--- config.mk ---
export PLATFORM = sky130hd
export DESIGN_NAME = atma_div
export DESIGN_NICKNAME = d
export VERILOG_FILES = /design/src/rtl/core/atma_pkg.sv /design/src/rtl/core/atma_div.sv
export SDC_FILE = /design/constraint.sdc
export NUM_CORES = 1
export LEC_CHECK = 0
export BUFFER_PORTS_ARGS = -buffer_cell sky130_fd_sc_hd__buf_2
export CAP_MARGIN = 10
export CORE_ASPECT_RATIO = 1.4
export CORE_MARGIN = 4
export CORE_UTILIZATION = 51
export DETAILED_ROUTE_END_ITERATION = 8
export GPL_ROUTABILITY_DRIVEN = 0
export PLACE_DENSITY = 0.81
export SYNTH_ARGS = -nofsm -noshare
export SYNTH_HDL_FRONTEND = slang
export SYNTH_SLANG_ARGS = --single-unit
--- constraint.sdc ---
create_clock -name clk -period 4.4 [get_ports clk]
set_clock_uncertainty 0.2 [all_clocks]
set_input_delay 0.44 -clock clk [delete_from_list [all_inputs] [get_ports clk]]
set_output_delay 0.44 -clock clk [all_outputs]
set_load 0.005 [all_outputs]
--- src/rtl/core/atma_pkg.sv ---
// ----------------------------------------------------------------------------
// atma_pkg: shared constants for the triple moving average
// Widths of the length and delay fields, reset values and the constants that
// turn the configured delay into a window length.
// ----------------------------------------------------------------------------
package atma_pkg;

    // Window length lies in 2..66, so seven bits carry it and its neighbors.
    localparam int LEN_W = 7;
    localparam int DELAY_W = 8;

    localparam logic [DELAY_W-1:0] DELAY_RESET = 8'd48;
    localparam logic [DELAY_W-1:0] DELAY_MIN   = 8'd6;
    localparam logic [DELAY_W-1:0] DELAY_MAX   = 8'd200;
    localparam logic [LEN_W-1:0]   LEN_RESET   = 7'd16;

    // floor(d / 3) equals (d * 171) >> 9 for every d up to 200.
    localparam int              THIRD_W     = 16;
    localparam logic [THIRD_W-1:0] THIRD_MUL = 16'd171;
    localparam int              THIRD_SHIFT = 9;

    // Indices of the first, middle and last of the three averaging stages.
    localparam logic [1:0] STAGE_FIRST = 2'd0;
    localparam logic [1:0] STAGE_MID   = 2'd1;
    localparam logic [1:0] STAGE_LAST  = 2'd2;

endpackage

--- src/rtl/core/atma_div.sv ---
// ----------------------------------------------------------------------------
// atma_div: iterative signed divider by the window length
// Restoring division on the magnitude, two quotient bits per cycle; the
// quotient truncates toward zero.
// ----------------------------------------------------------------------------
module atma_div #(
    parameter int NUM_W = 41
) (
    input  logic                            clk,
    input  logic                            rst_n,
    input  logic                            start,
    input  logic signed [NUM_W-1:0]         num,
    input  logic [atma_pkg::LEN_W-1:0]      den,
    output logic                            done,
    output logic signed [NUM_W-1:0]         quo
);
    import atma_pkg::*;

    localparam int DIV_W = NUM_W + (NUM_W % 2);
    localparam int STEPS = DIV_W / 2;
    localparam int CNT_W = $clog2(STEPS);

    logic             busy_reg;
    logic             done_reg;
    logic [CNT_W-1:0] cnt_reg;
    logic             neg_reg;
    logic [LEN_W-1:0] den_reg;
    logic [LEN_W-1:0] rem_reg;
    logic [DIV_W-1:0] dvd_reg;

    logic [NUM_W-1:0] num_mag;
    logic [LEN_W-1:0] den_eff;
    logic [LEN_W-1:0] rem_next;
    logic [DIV_W-1:0] dvd_next;
    logic [NUM_W-1:0] quo_mag;

    assign num_mag = num[NUM_W-1] ? NUM_W'(-num) : NUM_W'(num);
    // A zero divisor is taken as one.
    assign den_eff = (den == '0) ? LEN_W'(1) : den;

    always_comb
    begin
        logic [LEN_W-1:0] r;
        logic [DIV_W-1:0] d;
        logic [LEN_W:0]   t;
        r = rem_reg;
        d = dvd_reg;
        for (int i = 0; i < 2; i++)
        begin
            t = {r, d[DIV_W-1]};
            d = {d[DIV_W-2:0], 1'b0};
            if (t >= {1'b0, den_reg})
            begin
                t = t - {1'b0, den_reg};
                d[0] = 1'b1;
            end
            r = t[LEN_W-1:0];
        end
        rem_next = r;
        dvd_next = d;
    end

    always_ff @(posedge clk or negedge rst_n)
    begin
        if (!rst_n)
        begin
            busy_reg <= 1'b0;
            done_reg <= 1'b0;
            cnt_reg  <= '0;
        end
        else if (start)
        begin
            busy_reg <= 1'b1;
            done_reg <= 1'b0;
            cnt_reg  <= '0;
        end
        else if (busy_reg)
        begin
            cnt_reg <= cnt_reg + 1'b1;
            if (cnt_reg == CNT_W'(STEPS - 1))
            begin
                busy_reg <= 1'b0;
                done_reg <= 1'b1;
            end
        end
        else
        begin
            done_reg <= 1'b0;
        end
    end

    always_ff @(posedge clk)
    begin
        if (start)
        begin
            neg_reg <= num[NUM_W-1];
            den_reg <= den_eff;
            rem_reg <= '0;
            dvd_reg <= DIV_W'(num_mag);
        end
        else if (busy_reg)
        begin
            rem_reg <= rem_next;
            dvd_reg <= dvd_next;
        end
    end

    assign quo_mag = dvd_reg[NUM_W-1:0];
    assign quo     = neg_reg ? -$signed(quo_mag) : $signed(quo_mag);
    assign done    = done_reg;
endmodule

**Yosys cells after proc, flatten, opt, wreduce, memory -nomap -nowiden**

Cells that the tools add are included.

- Bits in writable memories: 0
- Word-level logic and storage cells: 35
- ROM bits: 0
- Memories kept: 0
- Input port bits: 51
- Output and inout port bits: 42
- Register bits after elaboration: 64
- Latch bits: 0

- Add/sub/neg operators: 5
- Bitwise logic cells: 0
- Div/mod/pow operators: 0
- Shift-type cells: 0
- $lt $le $gt $ge: 2
- Multiplexer cells: 16
- Eq/ne operators: 2
- Reductions and logical operators: 2
- Multipliers: 0

Operator list:

| operator | count |
|---|---|
| 2-to-1 mux 41 bit | 4 |
| negator 41 bit | 2 |
| greater-or-equal comparator 8 x 7 -> 1 bit | 2 |
| 2-to-1 mux 7 bit | 2 |
| subtractor 7 bit | 2 |
| 2-to-1 mux 5 bit | 2 |
| 2-to-1 mux 1 bit | 8 |
| zero test 7 bit | 1 |
| adder 5 x 1 -> 5 bit, second input constant | 1 |
| equality test 5 bit, second input constant | 1 |
| != test 3 x 2 -> 1 bit, second input constant | 1 |
| nonzero test 2 bit | 1 |

**Logic depth before layout (Yosys ltp)**

- Depth in word-level cells: 6
- Mapped depth: 16
- Gate-level depth less buffers: 16

**Worst setup path before layout**

No wires, ideal clock.

- Path type: register to register
- From: register den_reg[0]
- To: register rem_reg[1]
- Setup time: 86 ps
- Period minus slack after synthesis: 4,198 ps
- Data required time: 4,114 ps
- Slack: 202 ps
- Stages on the path, launching flop included: 15
- Buffers on the path: 0
- Arrival time: 3,912 ps
- Cell sequence: edfxtp_1 ha_1 inv_1 fa_1 a21oi_1 o221ai_1 a21oi_1 mux2_2 ha_1 nor2b_1 o31a_1 o31ai_1 o311ai_2 mux2_2 a211oi_1

- Cells in the longest elaborated chain, start to end: 4
- Elaborated cells on any way between the ends: 6
- Those cells by class: add/sub (2); order compare (2); mux (2)

Ends and longest elaborated chain:

| item | line | RTL |
|---|---|---|
| from (decl) | atma_div.sv:27 | `logic [LEN_W-1:0] den_reg;` |
| from (signal assigned) | atma_div.sv:97 | `den_reg <= den_eff;` |
| subtractor 7 bit / greater-or-equal comparator 8 x 7 -> 1 bit (equally long branches) | atma_div.sv:54, atma_div.sv:52 |  |
| 2-to-1 mux 7 bit | atma_div.sv:52 | `if (t >= {1'b0, den_reg})` |
| subtractor 7 bit / greater-or-equal comparator 8 x 7 -> 1 bit (equally long branches) | atma_div.sv:54, atma_div.sv:52 |  |
| 2-to-1 mux 7 bit * | atma_div.sv:52 |  |
| to (signal assigned) | atma_div.sv:103 | `rem_reg <= rem_next;` |
| to (decl) | atma_div.sv:28 | `logic [LEN_W-1:0] rem_reg;` |

Every way passes the cells marked *; elsewhere a longest branch is shown, timed or not.
A chain may end at the register's enable or synchronous reset.

**Worst setup path after layout**

- From: register dvd_reg[41]
- To: register rem_reg[1]

- Cells in the longest elaborated chain, start to end: 4
- Elaborated cells on any way between the ends: 6
- Those cells by class: add/sub (2); order compare (2); mux (2)

Ends and longest elaborated chain:

| item | line | RTL |
|---|---|---|
| from (decl) | atma_div.sv:29 | `logic [DIV_W-1:0] dvd_reg;` |
| from (signal assigned) | atma_div.sv:99 | `dvd_reg <= DIV_W'(num_mag);` |
| from (signal assigned) | atma_div.sv:104 | `dvd_reg <= dvd_next;` |
| subtractor 7 bit / greater-or-equal comparator 8 x 7 -> 1 bit (equally long branches) | atma_div.sv:54, atma_div.sv:52 |  |
| 2-to-1 mux 7 bit * | atma_div.sv:52 |  |
| subtractor 7 bit / greater-or-equal comparator 8 x 7 -> 1 bit (equally long branches) | atma_div.sv:54, atma_div.sv:52 |  |
| 2-to-1 mux 7 bit * | atma_div.sv:52 |  |

Marks and branches as above.

==> impl_metrics.toml <==
[setup_path]
worstPathRequired_ps = 4430
cp_slowest_cell = "fa_1"
rr_startpoint = "dvd_reg[41]"
r2r-end = "rem_reg[1]"
reg2reg_depth = 16
crit_chain = "inv_1, ha_1, inv_1, fa_1, a21oi_1, o221ai_1, a21oi_2, buf_4, mux2_2, fa_1, nor2b_1, o31a_1, o31ai_4, o311ai_4, mux2_2, a211oi_1"
path_buf_inv = 3
endpoint_kind = "flop"
crit_arrival_ps = 4230
crit_type = "reg2reg"
cp_max_fo = 4
start_kind = "flop"
path_delay_family = "compound AO/OA/AOI/OAI gates"
ff2ff_setup_slack_ps = 200
slowest_delay_ps = 440

[sta]
worst-slew-pin-transition_ps = 960
period_minus_slack_ps = 4200
post-route-period-util_pct = 95.4
drv_slew = 0
max_freq_mhz = 238
slew_headroom_pct = 36.0
setup_viol = 0
hold_viol_final = 0
whs_ps = 106

[floorplan]
die_x_um = 91.2
die_height_um = 125
die_area_sq_um = 11400
start_util_pct = 52.3
rows = 42
num_io_pins = 93
core_area_sq_um = 9460

[finish]
fillers = 798
drive_gt1_share_pct = 20.3
area.sequential_sq_um = 1810
syn_to_final_growth_pct = 18.2
diodes = 0
final_util_pct = 61.8
largest_reg_flops = 42
multi_input_area_sq_um = 2960
fin_nets = 710

[grt]
grt_pass1_vias = 4593
grt_max_degree = 99
grt_usage_pct = 23.2
grt_overflow = 0
grt_first_pass_wirelength_um = 21400
antenna_found_initial = 1

[logic_synthesis]
syn_area_per_cell_sq_um = 8.93
synth_area_leaders = "edfxtp_1, xor2_1, xnor2_1"
yosysTopAreaCell = "edfxtp_1"
ys_seq_area_share_pct = 36.5
synth_common_cells = "nor2_1, edfxtp_1, xor2_1"
synth_edf_count = 49
synth.distinct_cells = 54
yosys_warnings = 0
yosysMostFrequentCell = "nor2_1"
ys_ff_latch = 64
synth.net_count = 625
synthArstFlopShare_pct = 10.9
synth.top_cell.area_share_pct = 29.7
synth_area_sq_um = 4950
syn_inst = 554
synth_flop_cell = "edfxtp_1"

[clocking]
cts_tree = "built"
cts.htree.levels = 3
clk_pin_slew_ps = 50
clockBufferDepth = 2
cts_root_buffer = "clkbuf_16"
numCtsBuffers = 9
clkSinkCount = 64
worstSkewPairLatency_ps = 330

[drt]
top_layer = "met5"
drc = 0
vias_per_cell = 6.00
drt_iter0_drc = 262
num_vias = 4527
dr_wl_met2_um = 6920
ant_nets = 0
wl_per_cell_um = 17.1
wl_met1_um = 4880
dr.pass1.iters = 4
wl_met3_um = 733
drt-total-wl_um = 12900

[power_and_ir_drop]
powerDensity_nw_per_um2 = 493
total_leakage_power_uw = 0.00236
peakVddDrop_mv = 0.256

[min_path]
hold_start = "den[6]"
whs_path_depth = 1
hp-class = "in2reg"
hold-path-endpoint = "den_reg[6]"

[place]
portBuffers = 92
place_hpwl_um = 9750

[outcome]
outcome = "complete, no violations"

[job]
drv_cap = 0
## what timing repair did
item                                   4_1_cts  5_1_grt
endpoints found under the hold margin        7        0
setup endpoints to repair                    1        8
hold buffers                                 1        0
resized for setup                            1        3
pin swaps                                    0        1
buffers inserted                             0        1
## cell families (layout without fill, tap and decap cells)
kind of cell             count (synthesis)  in the layout  share of synthesized area, %
multiplexers                            17             17                          3.62
buffers and inverters                   54            144                          4.17
flip-flops                              64             64                          36.5
AO/OA/AOI/OAI                          141            141                          18.1
adder cells (fa/ha/maj)                 20             20                          5.36
XOR/XNOR                                85             85                          15.1
AND/OR/NAND/NOR                        173            173                          17.1
## where the power goes
group	internal, uW	switching (uW)
Sequential	765	114
Clock	487	254
Combinational	597	664
## layer usage
metal	up-vias	GRT usage [%]
met4	2	11.5
met5	-	0
met3	32	4.95
met2	154	42.1
met1	2163	25.1
li1	2176	-
## final cells by class
class,count,share of cell area (%)
multi-input cells,436,50.7
clock buffers,13,4.65
inverters,28,1.80
repair buffers,100,8.95
flip-flops and latches,64,30.9
well taps,110,2.35
clock inverters,3,0.685
## metrics by stage
stage | setup WS [ps] | TNS, ps | instance area [sq um] | cells | power, uW
final | 203 | 0 | 5840 | 754 | 2880
after detailed placement | 1.67 | 0 | 5490 | 736 | 2060
after CTS | 75.7 | 0 | 5810 | 753 | 2830
after floorplan | 202 | 0 | 4950 | 554 | 1700
after global placement | 218 | 0 | 5490 | 736 | 2010
after global routing | -31.4 | -46.8 | 5840 | 754 | 3070
## cells in the final DEF (no fill, tap or decap), types with 4 or more instances in the layout
cell | synthesis | final
mux2i_1 | 10 | 10
or4_1 | 4 | 4
edfxtp_1 | 49 | 49
nor4_1 | 8 | 8
nand2b_1 | 7 | 7
nor3_1 | 12 | 12
a21oi_1 | 47 | 46
xnor2_1 | 36 | 36
o21a_1 | 5 | 5
or3_1 | 4 | 4
buf_4 | 1 | 7
xor2_1 | 49 | 49
and2_1 | 4 | 4
dfxtp_1 | 8 | 8
clkbuf_16 | 0 | 10
inv_1 | 28 | 28
ha_1 | 18 | 18
nand3_1 | 6 | 6
mux2_2 | 7 | 7
o41ai_1 | 12 | 12
nor2b_1 | 6 | 6
nor2_1 | 62 | 62
buf_2 | 0 | 92
nand2_1 | 39 | 39
o31ai_1 | 19 | 18
dfrtp_1 | 7 | 7
o21ai_0 | 36 | 36
nand4_1 | 6 | 6
## worst max-delay path by stage
stage / from / endpoint / cells past startpoint
after floorplan: den_reg[0] / rem_reg[1] / 14
after global placement: dvd_reg[41] / rem_reg[1] / 15
after detailed placement: den_reg[0] / rem_reg[1] / 15
after CTS: dvd_reg[41] / rem_reg[1] / 15
after global routing: dvd_reg[41] / rem_reg[1] / 16
final: dvd_reg[41] / rem_reg[1] / 16
No activity file was read; power rests on OpenSTA's default activity.
